==> src/fax_g3_1d_run_length_encoder_assert.svh <==
// Assertion macros shared by the encoder modules.
// Each macro expects signals named clk and rst_n in the using module.
`ifndef FAX_G3_1D_RUN_LENGTH_ENCODER_ASSERT_SVH
`define FAX_G3_1D_RUN_LENGTH_ENCODER_ASSERT_SVH

`ifndef NO_ASSERTIONS

// property checked at every clock edge outside reset
`define FAX_G3_ASSERT(lbl, prop) \
  lbl: assert property (@(posedge clk) disable iff (!rst_n) prop) \
    else $error("fax_g3 check failed");

// consequent checked in the cycle after the antecedent
`define FAX_G3_ASSERT_NEXT(lbl, ante, cons) \
  lbl: assert property (@(posedge clk) disable iff (!rst_n) (ante) |=> (cons)) \
    else $error("fax_g3 next-cycle check failed");

`else

`define FAX_G3_ASSERT(lbl, prop)
`define FAX_G3_ASSERT_NEXT(lbl, ante, cons)

`endif

`endif

==> src/fax_g3_pkg.sv <==
`default_nettype none

package fax_g3_pkg;

  // code word and its bit count
  typedef struct packed {
    logic [12:0] bits;
    logic [3:0]  len;
  } code_t;

  // runs that end on one pixel: A ends at a colour change or line start,
  // B ends at the end of the line
  typedef struct packed {
    logic [3:0]  mask;
    logic        a_colour;
    logic [11:0] a_len;
    logic        b_colour;
    logic [11:0] b_len;
  } evt_t;

  // code slots inside an event, sent in this order
  localparam int SLOT_A_MK = 0;
  localparam int SLOT_A_TM = 1;
  localparam int SLOT_B_MK = 2;
  localparam int SLOT_B_TM = 3;

  localparam logic COLOUR_WHITE = 1'b0;
  localparam logic COLOUR_BLACK = 1'b1;

  localparam logic [11:0] LINE_WIDTH_RESET = 12'd1728;
  localparam logic [5:0]  MAKEUP_LAST      = 6'd40;
  localparam logic [5:0]  MAKEUP_STD_LAST  = 6'd27;
  localparam logic [5:0]  MAKEUP_EXT_FIRST = 6'd28;

  // entries are {code, len}: code in the upper 13 bits, len in the low 4
  localparam logic [16:0] WHITE_TERM [64] = '{
    17'h358, 17'h076, 17'h074, 17'h084, 17'h0b4, 17'h0c4, 17'h0e4, 17'h0f4,
    17'h135, 17'h145, 17'h075, 17'h085, 17'h086, 17'h036, 17'h346, 17'h356,
    17'h2a6, 17'h2b6, 17'h277, 17'h0c7, 17'h087, 17'h177, 17'h037, 17'h047,
    17'h287, 17'h2b7, 17'h137, 17'h247, 17'h187, 17'h028, 17'h038, 17'h1a8,
    17'h1b8, 17'h128, 17'h138, 17'h148, 17'h158, 17'h168, 17'h178, 17'h288,
    17'h298, 17'h2a8, 17'h2b8, 17'h2c8, 17'h2d8, 17'h048, 17'h058, 17'h0a8,
    17'h0b8, 17'h528, 17'h538, 17'h548, 17'h558, 17'h248, 17'h258, 17'h588,
    17'h598, 17'h5a8, 17'h5b8, 17'h4a8, 17'h4b8, 17'h328, 17'h338, 17'h348
  };

  localparam logic [16:0] BLACK_TERM [64] = '{
    17'h37a, 17'h023, 17'h032, 17'h022, 17'h033, 17'h034, 17'h024, 17'h035,
    17'h056, 17'h046, 17'h047, 17'h057, 17'h077, 17'h048, 17'h078, 17'h189,
    17'h17a, 17'h18a, 17'h08a, 17'h67b, 17'h68b, 17'h6cb, 17'h37b, 17'h28b,
    17'h17b, 17'h18b, 17'hcac, 17'hcbc, 17'hccc, 17'hcdc, 17'h68c, 17'h69c,
    17'h6ac, 17'h6bc, 17'hd2c, 17'hd3c, 17'hd4c, 17'hd5c, 17'hd6c, 17'hd7c,
    17'h6cc, 17'h6dc, 17'hdac, 17'hdbc, 17'h54c, 17'h55c, 17'h56c, 17'h57c,
    17'h64c, 17'h65c, 17'h52c, 17'h53c, 17'h24c, 17'h37c, 17'h38c, 17'h27c,
    17'h28c, 17'h58c, 17'h59c, 17'h2bc, 17'h2cc, 17'h5ac, 17'h66c, 17'h67c
  };

  // makeup codes for 64 .. 1728
  localparam logic [16:0] WHITE_MAKEUP [27] = '{
    17'h1b5, 17'h125, 17'h176, 17'h377, 17'h368, 17'h378, 17'h648, 17'h658,
    17'h688, 17'h678, 17'hcc9, 17'hcd9, 17'hd29, 17'hd39, 17'hd49, 17'hd59,
    17'hd69, 17'hd79, 17'hd89, 17'hd99, 17'hda9, 17'hdb9, 17'h989, 17'h999,
    17'h9a9, 17'h186, 17'h9b9
  };

  localparam logic [16:0] BLACK_MAKEUP [27] = '{
    17'h0fa, 17'hc8c, 17'hc9c, 17'h5bc, 17'h33c, 17'h34c, 17'h35c, 17'h6cd,
    17'h6dd, 17'h4ad, 17'h4bd, 17'h4cd, 17'h4dd, 17'h72d, 17'h73d, 17'h74d,
    17'h75d, 17'h76d, 17'h77d, 17'h52d, 17'h53d, 17'h54d, 17'h55d, 17'h5ad,
    17'h5bd, 17'h64d, 17'h65d
  };

  // extended makeup codes for 1792 .. 2560, shared by both colours
  localparam logic [16:0] EXT_MAKEUP [13] = '{
    17'h08b, 17'h0cb, 17'h0db, 17'h12c, 17'h13c, 17'h14c, 17'h15c,
    17'h16c, 17'h17c, 17'h1cc, 17'h1dc, 17'h1ec, 17'h1fc
  };

  // terminating code for a remainder of 0..63
  function automatic code_t term_code(input logic colour, input logic [5:0] t);
    code_t c;
    if (colour == COLOUR_BLACK) begin
      c = code_t'(BLACK_TERM[t]);
    end else begin
      c = code_t'(WHITE_TERM[t]);
    end
    return c;
  endfunction

  // makeup code for m multiples of 64, m >= 1
  function automatic code_t makeup_code(input logic colour, input logic [5:0] m);
    logic [5:0] mc;
    logic [5:0] idx;
    code_t      c;
    mc = (m > MAKEUP_LAST) ? MAKEUP_LAST : m;
    if (mc <= MAKEUP_STD_LAST) begin
      idx = mc - 6'd1;
      if (colour == COLOUR_BLACK) begin
        c = code_t'(BLACK_MAKEUP[idx[4:0]]);
      end else begin
        c = code_t'(WHITE_MAKEUP[idx[4:0]]);
      end
    end else begin
      idx = mc - MAKEUP_EXT_FIRST;
      c   = code_t'(EXT_MAKEUP[idx[3:0]]);
    end
    return c;
  endfunction

endpackage

`default_nettype wire

==> src/fax_g3_1d_run_length_encoder.sv <==
// One-dimensional modified Huffman (T.4) scanline encoder.
// Input stream: one pixel per transfer in in_tdata[0] (1 white, 0 black).
// Output stream: one code word per transfer, right aligned, sent MSB first,
// with its length and the running bit count of the line; out_tlast marks the
// last code of a scanline. No EOL code is inserted.
// Configuration: cfg_wr_en with cfg_wr_data sets the line width in pixels
// (0 acts as 1, values above MAX_LINE_WIDTH act as MAX_LINE_WIDTH).
// Path: the event register loads at the pixel transfer and feeds the output
// register, which drives out_tvalid; a receiver stall can hold a code between.
// Throughput: one pixel per cycle while each pixel ends at most one code and
// out_tready is high; a pixel that yields k codes (k up to 3) holds in_tready
// low until the event register, which hands out one code per cycle while
// the output is not stalled, has sent all but the last of them.
// Reset: line width returns to 1728, a new line starts with a white run,
// any codes not yet transferred are dropped.
// Receiver stall: the output register holds its code, the event register
// holds the pending codes and in_tready drops once the event is pending.
`default_nettype none

module fax_g3_1d_run_length_encoder #(
  parameter int MAX_LINE_WIDTH = 2560
) (
  input  wire logic        clk,
  input  wire logic        rst_n,
  // configuration
  input  wire logic        cfg_wr_en,
  input  wire logic [11:0] cfg_wr_data,   // line_width
  // pixel input
  input  wire logic        in_tvalid,
  output logic             in_tready,
  input  wire logic [7:0]  in_tdata,      // [0] pixel_bit, [7:1] zero
  // code output
  output logic             out_tvalid,
  input  wire logic        out_tready,
  output logic [39:0]      out_tdata,     // [12:0] code_bits, [16:13] code_length,
                                          // [32:17] line_bit_total, [39:33] zero
  output logic             out_tlast      // end_of_line
);

  logic              evt_push;
  logic              evt_ready;
  fax_g3_pkg::evt_t  evt;
  logic [12:0]       code_bits;
  logic [3:0]        code_length;
  logic [15:0]       line_bit_total;

  fax_g3_run_tracker #(
    .MAX_LINE_WIDTH (MAX_LINE_WIDTH)
  ) u_tracker (
    .clk         (clk),
    .rst_n       (rst_n),
    .cfg_wr_en   (cfg_wr_en),
    .cfg_wr_data (cfg_wr_data),
    .in_valid    (in_tvalid),
    .in_pixel    (in_tdata[0]),
    .in_ready    (in_tready),
    .evt_ready   (evt_ready),
    .evt_push    (evt_push),
    .evt         (evt)
  );

  fax_g3_code_emit u_emit (
    .clk       (clk),
    .rst_n     (rst_n),
    .evt_push  (evt_push),
    .evt       (evt),
    .evt_ready (evt_ready),
    .out_valid (out_tvalid),
    .out_ready (out_tready),
    .out_bits  (code_bits),
    .out_len   (code_length),
    .out_last  (out_tlast),
    .out_total (line_bit_total)
  );

  // pack output fields, first field in the low bits
  assign out_tdata = {7'd0, line_bit_total, code_length, code_bits};

endmodule

`default_nettype wire

==> src/fax_g3_run_tracker.sv <==
`default_nettype none

// Run tracking: per-pixel colour, run and position update plus event build.
module fax_g3_run_tracker #(
  parameter int MAX_LINE_WIDTH = 2560
) (
  input  wire logic             clk,
  input  wire logic             rst_n,
  input  wire logic             cfg_wr_en,
  input  wire logic [11:0]      cfg_wr_data,
  input  wire logic             in_valid,
  input  wire logic             in_pixel,
  output logic                  in_ready,
  input  wire logic             evt_ready,
  output logic                  evt_push,
  output fax_g3_pkg::evt_t      evt
);

  `include "fax_g3_1d_run_length_encoder_assert.svh"

  localparam logic [11:0] MAX_W = 12'(MAX_LINE_WIDTH);

  logic        line_width_r;
  logic [11:0] width_r;
  logic        run_colour_r, run_colour_nxt;
  logic [11:0] run_length_r, run_length_nxt;
  logic [11:0] pos_r, pos_nxt;

  logic        accept;
  logic        colour;
  logic [11:0] w_eff;
  logic        rc_mid;
  logic [11:0] rl_mid;
  logic [11:0] rl_inc;
  logic [11:0] pos_inc;
  logic        eol;

  // configuration register
  always_ff @(posedge clk) begin
    if (!rst_n) begin
      width_r      <= fax_g3_pkg::LINE_WIDTH_RESET;
      line_width_r <= 1'b0;
    end else if (cfg_wr_en) begin
      width_r      <= cfg_wr_data;
      line_width_r <= 1'b1;
    end
  end

  // effective width: zero acts as one, clamp at the maximum
  always_comb begin
    if (width_r == 12'd0) begin
      w_eff = 12'd1;
    end else if (width_r > MAX_W) begin
      w_eff = MAX_W;
    end else begin
      w_eff = width_r;
    end
  end

  assign accept   = in_valid & evt_ready;
  assign in_ready = evt_ready;
  assign colour   = ~in_pixel;

  // run bookkeeping for one pixel
  always_comb begin
    evt      = '0;
    rc_mid   = run_colour_r;
    rl_mid   = run_length_r;
    if (pos_r == 12'd0) begin
      rc_mid = fax_g3_pkg::COLOUR_WHITE;
      rl_mid = 12'd0;
      if (colour == fax_g3_pkg::COLOUR_BLACK) begin
        // line opens black: zero-length white run first
        evt.mask[fax_g3_pkg::SLOT_A_TM] = 1'b1;
        evt.a_colour = fax_g3_pkg::COLOUR_WHITE;
        evt.a_len    = 12'd0;
        rc_mid       = fax_g3_pkg::COLOUR_BLACK;
      end
    end else if (colour != run_colour_r) begin
      evt.mask[fax_g3_pkg::SLOT_A_MK] = |run_length_r[11:6];
      evt.mask[fax_g3_pkg::SLOT_A_TM] = 1'b1;
      evt.a_colour = run_colour_r;
      evt.a_len    = run_length_r;
      rc_mid       = colour;
      rl_mid       = 12'd0;
    end

    rl_inc  = rl_mid + 12'd1;
    pos_inc = pos_r + 12'd1;
    eol     = (pos_inc >= w_eff);

    evt.b_colour = rc_mid;
    evt.b_len    = rl_inc;
    if (eol) begin
      evt.mask[fax_g3_pkg::SLOT_B_MK] = |rl_inc[11:6];
      evt.mask[fax_g3_pkg::SLOT_B_TM] = 1'b1;
      run_colour_nxt = fax_g3_pkg::COLOUR_WHITE;
      run_length_nxt = 12'd0;
      pos_nxt        = 12'd0;
    end else begin
      run_colour_nxt = rc_mid;
      run_length_nxt = rl_inc;
      pos_nxt        = pos_inc;
    end
  end

  assign evt_push = accept && (evt.mask != 4'd0);

  // run state
  always_ff @(posedge clk) begin
    if (!rst_n) begin
      run_colour_r <= fax_g3_pkg::COLOUR_WHITE;
      run_length_r <= 12'd0;
      pos_r        <= 12'd0;
    end else if (accept) begin
      run_colour_r <= run_colour_nxt;
      run_length_r <= run_length_nxt;
      pos_r        <= pos_nxt;
    end
  end

  `FAX_G3_ASSERT(a_pos_in_line, pos_r < MAX_W || line_width_r)
  `FAX_G3_ASSERT(a_run_in_line, run_length_r <= pos_r)
  `FAX_G3_ASSERT_NEXT(a_black_tracked, accept && !in_pixel,
                      run_colour_r == fax_g3_pkg::COLOUR_BLACK || pos_r == 12'd0)

endmodule

`default_nettype wire

==> src/fax_g3_code_emit.sv <==
`default_nettype none

// Code emission: walks the code slots of one event, one code per cycle while
// the output is not stalled, keeps the line bit total and holds the output register.
module fax_g3_code_emit (
  input  wire logic             clk,
  input  wire logic             rst_n,
  input  wire logic             evt_push,
  input  wire fax_g3_pkg::evt_t evt,
  output logic                  evt_ready,
  output logic                  out_valid,
  input  wire logic             out_ready,
  output logic [12:0]           out_bits,
  output logic [3:0]            out_len,
  output logic                  out_last,
  output logic [15:0]           out_total
);

  `include "fax_g3_1d_run_length_encoder_assert.svh"

  logic [3:0]  mask_r, mask_nxt;
  logic        a_colour_r, b_colour_r;
  logic [11:0] a_len_r, b_len_r;
  logic [15:0] bt_r, bt_nxt;
  logic        out_valid_r;
  logic [12:0] out_bits_r;
  logic [3:0]  out_len_r;
  logic        out_last_r;
  logic [15:0] out_total_r;

  logic              emit;
  logic [3:0]        sel;
  logic [3:0]        mask_left;
  logic              use_b;
  logic              is_mk;
  logic              s_colour;
  logic [11:0]       s_len;
  logic              last;
  fax_g3_pkg::code_t code;
  logic [15:0]       total;

  assign emit = (mask_r != 4'd0) && (!out_valid_r || out_ready);

  // lowest pending slot goes first
  always_comb begin
    sel = mask_r & (~mask_r + 4'd1);
  end

  // code lookup for the selected slot
  always_comb begin
    use_b    = sel[fax_g3_pkg::SLOT_B_MK] | sel[fax_g3_pkg::SLOT_B_TM];
    is_mk    = sel[fax_g3_pkg::SLOT_A_MK] | sel[fax_g3_pkg::SLOT_B_MK];
    s_colour = use_b ? b_colour_r : a_colour_r;
    s_len    = use_b ? b_len_r : a_len_r;
    last     = sel[fax_g3_pkg::SLOT_B_TM];
    if (is_mk) begin
      code = fax_g3_pkg::makeup_code(s_colour, s_len[11:6]);
    end else begin
      code = fax_g3_pkg::term_code(s_colour, s_len[5:0]);
    end
    total = bt_r + {12'd0, code.len};
  end

  // slots still pending after this cycle; a new event may load once the last
  // slot goes out
  assign mask_left = emit ? (mask_r & ~sel) : mask_r;
  assign evt_ready = (mask_left == 4'd0);

  // slot bookkeeping
  always_comb begin
    mask_nxt = mask_left;
    bt_nxt   = bt_r;
    if (emit) begin
      bt_nxt = last ? 16'd0 : total;
    end
    if (evt_push) begin
      mask_nxt = evt.mask;
    end
  end

  // event and bit-total registers
  always_ff @(posedge clk) begin
    if (!rst_n) begin
      mask_r <= 4'd0;
      bt_r   <= 16'd0;
    end else begin
      mask_r <= mask_nxt;
      bt_r   <= bt_nxt;
    end
  end

  always_ff @(posedge clk) begin
    if (evt_push) begin
      a_colour_r <= evt.a_colour;
      a_len_r    <= evt.a_len;
      b_colour_r <= evt.b_colour;
      b_len_r    <= evt.b_len;
    end
  end

  // output register
  always_ff @(posedge clk) begin
    if (!rst_n) begin
      out_valid_r <= 1'b0;
    end else if (emit) begin
      out_valid_r <= 1'b1;
    end else if (out_ready) begin
      out_valid_r <= 1'b0;
    end
  end

  always_ff @(posedge clk) begin
    if (emit) begin
      out_bits_r  <= code.bits;
      out_len_r   <= code.len;
      out_last_r  <= last;
      out_total_r <= total;
    end
  end

  assign out_valid = out_valid_r;
  assign out_bits  = out_bits_r;
  assign out_len   = out_len_r;
  assign out_last  = out_last_r;
  assign out_total = out_total_r;

  `FAX_G3_ASSERT(a_push_when_ready, evt_push |-> evt_ready)
  `FAX_G3_ASSERT_NEXT(a_total_cleared, emit && last, bt_r == 16'd0)
  `FAX_G3_ASSERT(a_total_covers_code,
                 out_valid_r |-> out_total_r >= {12'd0, out_len_r})

endmodule

`default_nettype wire

==> config.mk <==
export PLATFORM = sky130hd
export DESIGN_NAME = fax_g3_1d_run_length_encoder
export DESIGN_NICKNAME = d
export VERILOG_FILES = /design/src/fax_g3_pkg.sv /design/src/fax_g3_1d_run_length_encoder.sv /design/src/fax_g3_run_tracker.sv /design/src/fax_g3_code_emit.sv
export VERILOG_INCLUDE_DIRS = /design/src /design/src/src
export SDC_FILE = /design/constraint.sdc
export NUM_CORES = 1
export LEC_CHECK = 0
export ABC_AREA = 1
export BUFFER_PORTS_ARGS = -buffer_cell sky130_fd_sc_hd__buf_4
export CAP_MARGIN = 10
export CELL_PAD_IN_SITES_DETAIL_PLACEMENT = 1
export CELL_PAD_IN_SITES_GLOBAL_PLACEMENT = 2
export CORE_ASPECT_RATIO = 0.7
export CORE_MARGIN = 4
export CORE_UTILIZATION = 31
export DETAILED_ROUTE_END_ITERATION = 8
export GPL_ROUTABILITY_DRIVEN = 0
export GPL_TIMING_DRIVEN = 1
export PLACE_DENSITY = 0.87
export SLEW_MARGIN = 30
export SYNTH_ARGS = -nofsm -noshare
export SYNTH_HDL_FRONTEND = slang
export SYNTH_SLANG_ARGS = --single-unit
==> constraint.sdc <==
create_clock -name clk -period 4.1 [get_ports clk]
set_input_delay 0.205 -clock clk [delete_from_list [all_inputs] [get_ports clk]]
set_output_delay 0.205 -clock clk [all_outputs]
set_load 0.03 [all_outputs]
Word level (Yosys, flattened, before mapping):

Memory sizes are Yosys's and may differ from the RTL's.
Index checks and enable logic that the tools add are counted.

* memories kept: 5
* ROM bits: 3536
* flip-flop bits (word level): 118

Memory list
* (name not given): words 64, bits a word 17, rd ports 1, clocked after Yosys merged registers in 0, write ports 0, line fax_g3_pkg.sv:85 `c = code_t'(WHITE_TERM[t]);`
* (name not given): words 64, bits a word 17, rd ports 1, clocked after Yosys merged registers in 0, write ports 0, line fax_g3_pkg.sv:83 `c = code_t'(BLACK_TERM[t]);`
* (name not given): words 32, bits a word 17, rd ports 1, clocked after Yosys merged registers in 0, write ports 0, line fax_g3_pkg.sv:99 `c = code_t'(BLACK_MAKEUP[idx[4:0]]);`
* (name not given): words 32, bits a word 17, rd ports 1, clocked after Yosys merged registers in 0, write ports 0, line fax_g3_pkg.sv:101 `c = code_t'(WHITE_MAKEUP[idx[4:0]]);`
* (name not given): words 16, bits a word 17, rd ports 1, clocked after Yosys merged registers in 0, write ports 0, line fax_g3_pkg.sv:105 `c = code_t'(EXT_MAKEUP[idx[3:0]]);`

* equality and inequality tests: 1
* reduce and logical (&&, ||, !) cells: 13
* $add $sub $neg: 6
* bitwise operators: 12
* mux-type cells: 36
* order comparisons: 7

Operator list (number)
* $mux W17: 14
* $mux W12: 7
* $add A12 B1 Y12 const B: 2
* $logic_not A12 Y1: 2
* $add A16 B4 Y16: 1
* $mux W16: 1
* $mux W15: 1
* $ge A12 B12 Y1: 1
* $gt A12 B12 Y1 const B: 1
* $reduce_or A6 Y1: 2
* $mux W1: 9
* $and A4 B4 Y4: 2
* $mux W4: 2
* $not A4 Y4: 2
* $reduce_bool A4 Y1: 2
* $ge A7 B7 Y1 const B: 1
* $not A6 Y7: 1
* $ge A6 B6 Y1 const B: 1
* $gt A6 B6 Y1 const B: 1
* $le A6 B5 Y1 const B: 1
* $mux W6: 1
* $not A5 Y6: 1
* $ge A5 B5 Y1 const B: 1
* $not A4 Y5: 1
* 14 further kinds: 17

Depth between registers and ports, before layout:

* depth after elaboration: 17
* gate-level depth with buffers: 30
* depth with buffers taken out: 29

Cells and area by module:

From an unflattened synthesis, not the netlist that was laid out.

* cells, all modules: 1176
* area total of the unflattened synthesis: 8171.6 um2

By module, submodules not included
* fax_g3_code_emit: area an instance 5537.8 um2, seq. area each 2072.0 um2, instances 1, cells each 763
* fax_g3_run_tracker: area an instance 2577.5 um2, seq. area each 740.7 um2, instances 1, cells each 405
* fax_g3_1d_run_length_encoder: area an instance 56.3 um2, seq. area each 0.0 um2, instances 1, cells each 8

Least setup slack after synthesis:

Ideal clock, no wire load.

* kind: register -> register
* start: register u_emit.mask_r[3]
* end: register u_emit.out_total_r[14], in the netlist u_emit.out_total[14] (data pin)
* period minus slack after synthesis: 4.420 ns
* stages on the path, launching flop included: 29
* setup slack: -0.320 ns
* library setup time: 0.264 ns
* data arrival time: 4.156 ns
* cells stage by stage: dfxtp_1 > buf_6 > o21ai_4 > buf_6 > nand2_1 > nand2_2 > nand3_2 > nand2_2 > nand3b_1 > ha_1 > inv_1 > nand2_1 > nand2_1 > xor2_4 > inv_2 > o21ai_1 > nand2_1 > nand2_1 > o21ai_1 > a21oi_1 > ha_1 > inv_1 > fa_1 > o211ai_1 > and2_1 > nand4_1 > nor2_1 > nand4_1 > xnor2_1

RTL lines
* from (decl): line fax_g3_code_emit.sv:21 `logic [3:0] mask_r, mask_nxt;`
* from (signal assigned): line fax_g3_code_emit.sv:87 `mask_r <= mask_nxt;`
* to (signal assigned): line fax_g3_code_emit.sv:117 `out_total_r <= total;`
* to (decl): line fax_g3_code_emit.sv:29 `logic [15:0] out_total_r;`

==> run metrics <==
status=finished, violations left; violated checks=setup timing; Clock Skew=between 15 and 20 ps; Routed wire per std cell=17.2 um; RSZ-0062 raised after global routing=yes; P&R area growth vs syn=31.7%; vias in the first global route=~8,500; Die X=201 um; CP bufs+invs=4; via count=8,323; CP max-delay cell=dfxtp_4; Cell Area, Placed=9500 sq um; Ports=approximately 70; final hold vios=0; worst hold slack=between 10 and 15 ps; ANT cells=0; CTS max path bufs=2; setup TNS=-2510 ps; CP Max Fanout=6; port bufs=48; Via density=5.08; post-DP HPWL=20,400 um; Initial Util=0.314; MaxCap Viol Count=0; crit end category=flip-flop; clk root buf=clkbuf_16; area of the multi-input gates=4800 sq um; starting DRC count in detailed routing=546; Syn Area/Cell=around 7 sq um; Overflow after GRT=0; number of cells on the critical path=29; Die Y-Extent=143 um; final design area excluding fillers=10,600 sq um; Fillers=3,183; critical path type=flip-flop to flip-flop; Max H-tree Level=4; min-delay worst type=input port to flip-flop; Leak=4.80 nW; async set-or-reset flop fraction in the synthesized netlist=0; Yosys cell types=46; antenna violations before repair=0; total CTS buffers=17; Seq. cell area=~2800 sq um; Die Area=28,700 sq um; worst hold path cell count=3; reg2reg path depth=29; Syn Std Cell Area=8060 sq um; sequential fraction of the synthesis area=0.349; Worst Path Arrival=4710 ps; CP top delay family=simple AND/OR/NAND/NOR gates; post-route ant nets=0; Util after Layout=0.414; worst slew pin tran=754 ps; nets=about 1,400; clk_lat worst skew=between 400 and 500 ps; layout cell share with drive strength beyond 1=0.243; # DRC=0; final worst slack=-275 ps; peak supply drop=0.300 mV; TritonRoute pass-1 iters=5; fin cells=1,640; largest net degree at the start of global routing=47; Syn Inst Count=1,127; site row count=49; synth warn=0; # placed instances=1,584; most frequent cell on the critical path=nand2_1; final wirelength=28,100 um; CTS clock-pin slew for the worst setup and hold paths=about 60 ps; Tcrit/Tclk final=1.07; TritonCTS clock tree=yes; Finish-stage setup viols=15; fmax=229 MHz; first-pass GRT wire length=between 40,000 and 50,000 um; Cell Pwr Density=roughly 380 nW/um^2; worst path required time=4440 ps; number of enable flip-flop cells after synthesis=55; startpoint types=flip-flop; Largest stage delay, worst path=350 ps; Sinks on Clock Net=113; flop and latch count out of synthesis=between 100 and 150; core area=between 20,000 and 30,000 sq um; top_reg_cell synth=dfxtp_1; Final Critical Period=4370 ps; Slew Viols, Final=0; slew margin rel.=0.498; Total GRT Usage=0.193
flip-flops by register name, indices dropped and copies added (netlist names):
signal                  cells
u_emit.b_len_r             12
u_emit.out_last             1
u_tracker.pos_r            12
u_emit.a_len_r             12
u_emit.b_colour_r           1
u_emit.out_len              4
u_emit.out_valid            1
u_emit.a_colour_r           1
u_tracker.run_length_r     12
u_emit.out_bits             8
u_emit.out_total           16
u_emit.mask_r               4
u_tracker.width_r          12
u_emit.bt_r                16
u_tracker.run_colour_r      1
cells in the mapped netlist, types with 2 or more instances:
master / instances / area (sq um)
a211oi_1: 2 / 15.0
a21oi_1: 72 / 360
a22oi_1: 11 / 82.6
a31oi_1: 7 / 43.8
a32o_1: 2 / 20.0
buf_2: 11 / 55.1
buf_4: 18 / 135
buf_6: 3 / 33.8
clkbuf_1: 18 / 67.6
clkinv_1: 3 / 11.3
dfxtp_1: 58 / 1160
edfxtp_1: 55 / 1650
ha_1: 47 / 588
inv_1: 110 / 413
inv_2: 9 / 33.8
nand2_1: 312 / 1170
nand2_2: 13 / 81.3
nand2_4: 2 / 22.5
nand3_1: 82 / 410
nand3_2: 3 / 30.0
nand3b_1: 2 / 15.0
nand4_1: 14 / 87.6
nor2_1: 118 / 443
nor2_2: 5 / 31.3
nor2_4: 3 / 33.8
nor3_1: 9 / 45.0
o2111ai_1: 3 / 26.3
o211ai_1: 15 / 113
o21ai_0: 52 / 260
o21ai_1: 11 / 55.1
o21ai_2: 5 / 43.8
o21ai_4: 4 / 65.1
o221ai_1: 5 / 43.8
o31ai_1: 3 / 22.5
or2_2: 2 / 12.5
xnor2_1: 10 / 87.6
xor2_1: 19 / 166
worst reg2reg max path, delay by kind of cell, from the launching register on:
family,cells,cell delay [ps]
AO/OA/AOI/OAI,7,1030
XOR/XNOR,2,400
adder cells (fa/ha/maj),3,790
buffers and inverters,4,320
flip-flops,1,350
AND/OR/NAND/NOR,13,1390
power breakdown:
| group | switching (mW) | total (mW) | internal [mW] |
|---|---|---|---|
| Clock | 0.598 | 1.57 | 0.970 |
| Combinational | 0.755 | 1.20 | 0.444 |
| Sequential | 0.0337 | 1.30 | 1.27 |
stage by stage:
step | power [mW] | setup WS (ps)
3_5_place_dp | 2.44 | -299
5_1_grt | 4.27 | -583
4_1_cts | 4.06 | -237
3_3_place_gp | 2.41 | -91.1
6_report | 4.07 | -275
2_1_floorplan | 2.00 | -179
cells by family after synthesis:
logic type               synth area share
other                            0.000465
buffers and inverters              0.0938
adder cells (fa/ha/maj)            0.0755
flip-flops                          0.349
AO/OA/AOI/OAI                       0.146
AND/OR/NAND/NOR                     0.300
XOR/XNOR                           0.0349
layout by cell type, fill, tap and decap left out, drive strengths merged, types with 5 or more instances in the layout:
cell         netlist  routed
a22oi             11      11
nor3               9       9
nand4             14      14
nor2             126     126
clkinv             3      10
nand2            328     328
a31oi              7       7
xnor2             10      10
o211ai            15      15
o21ai             72      72
dfxtp             58      58
o221ai             5       5
conb               1      12
buf               32     181
edfxtp            55      55
inv              120     121
clkbuf            18      19
xor2              20      20
a21oi             72      72
nand3             85      85
ha                47      47
dlygate4sd3        0       8
what timing repair did:
item	in CTS	in global routing
setup buffers	8	8
cloned	1	0
hold buffers	8	0
setup endpoints to repair	13	22
gates resized for setup	33	34
pin swaps	26	24
hold endpoints to repair	8	0
path summary, 6_finish.rpt:
check / from / end / slack [ps]
worst min-delay path: cfg_wr_data[2] / u_tracker.width_r[2] / 10
worst max-delay path: u_emit.mask_r[0] / u_emit.bt_r[12] / -270
worst min register to register: u_tracker.run_length_r[11] / u_tracker.run_length_r[11] / 480
worst max register to register: u_emit.mask_r[0] / u_emit.bt_r[12] / -270
cell type report:
| class | count | area share |
|---|---|---|
| clock buffer | 19 | 0.0418 |
| clock inverter | 13 | 0.0149 |
| inverter | 123 | 0.0442 |
| multi-input combinational | 852 | 0.453 |
| sequential | 113 | 0.266 |
| tap | 331 | 0.0390 |
| timing repair buffer | 189 | 0.142 |
layer usage:
| metal | GRT usage | up-vias | share of wire |
|---|---|---|---|
| li1 | - | 4041 | - |
| met1 | 0.268 | 4083 | 0.48 |
| met2 | 0.320 | 178 | 0.47 |
| met3 | 0.0343 | 21 | 0.042 |
| met4 | 0.0423 | 0 | 0.0098 |
| met5 | 0 | - | 0 |
Power figures use the tool's default switching activity.
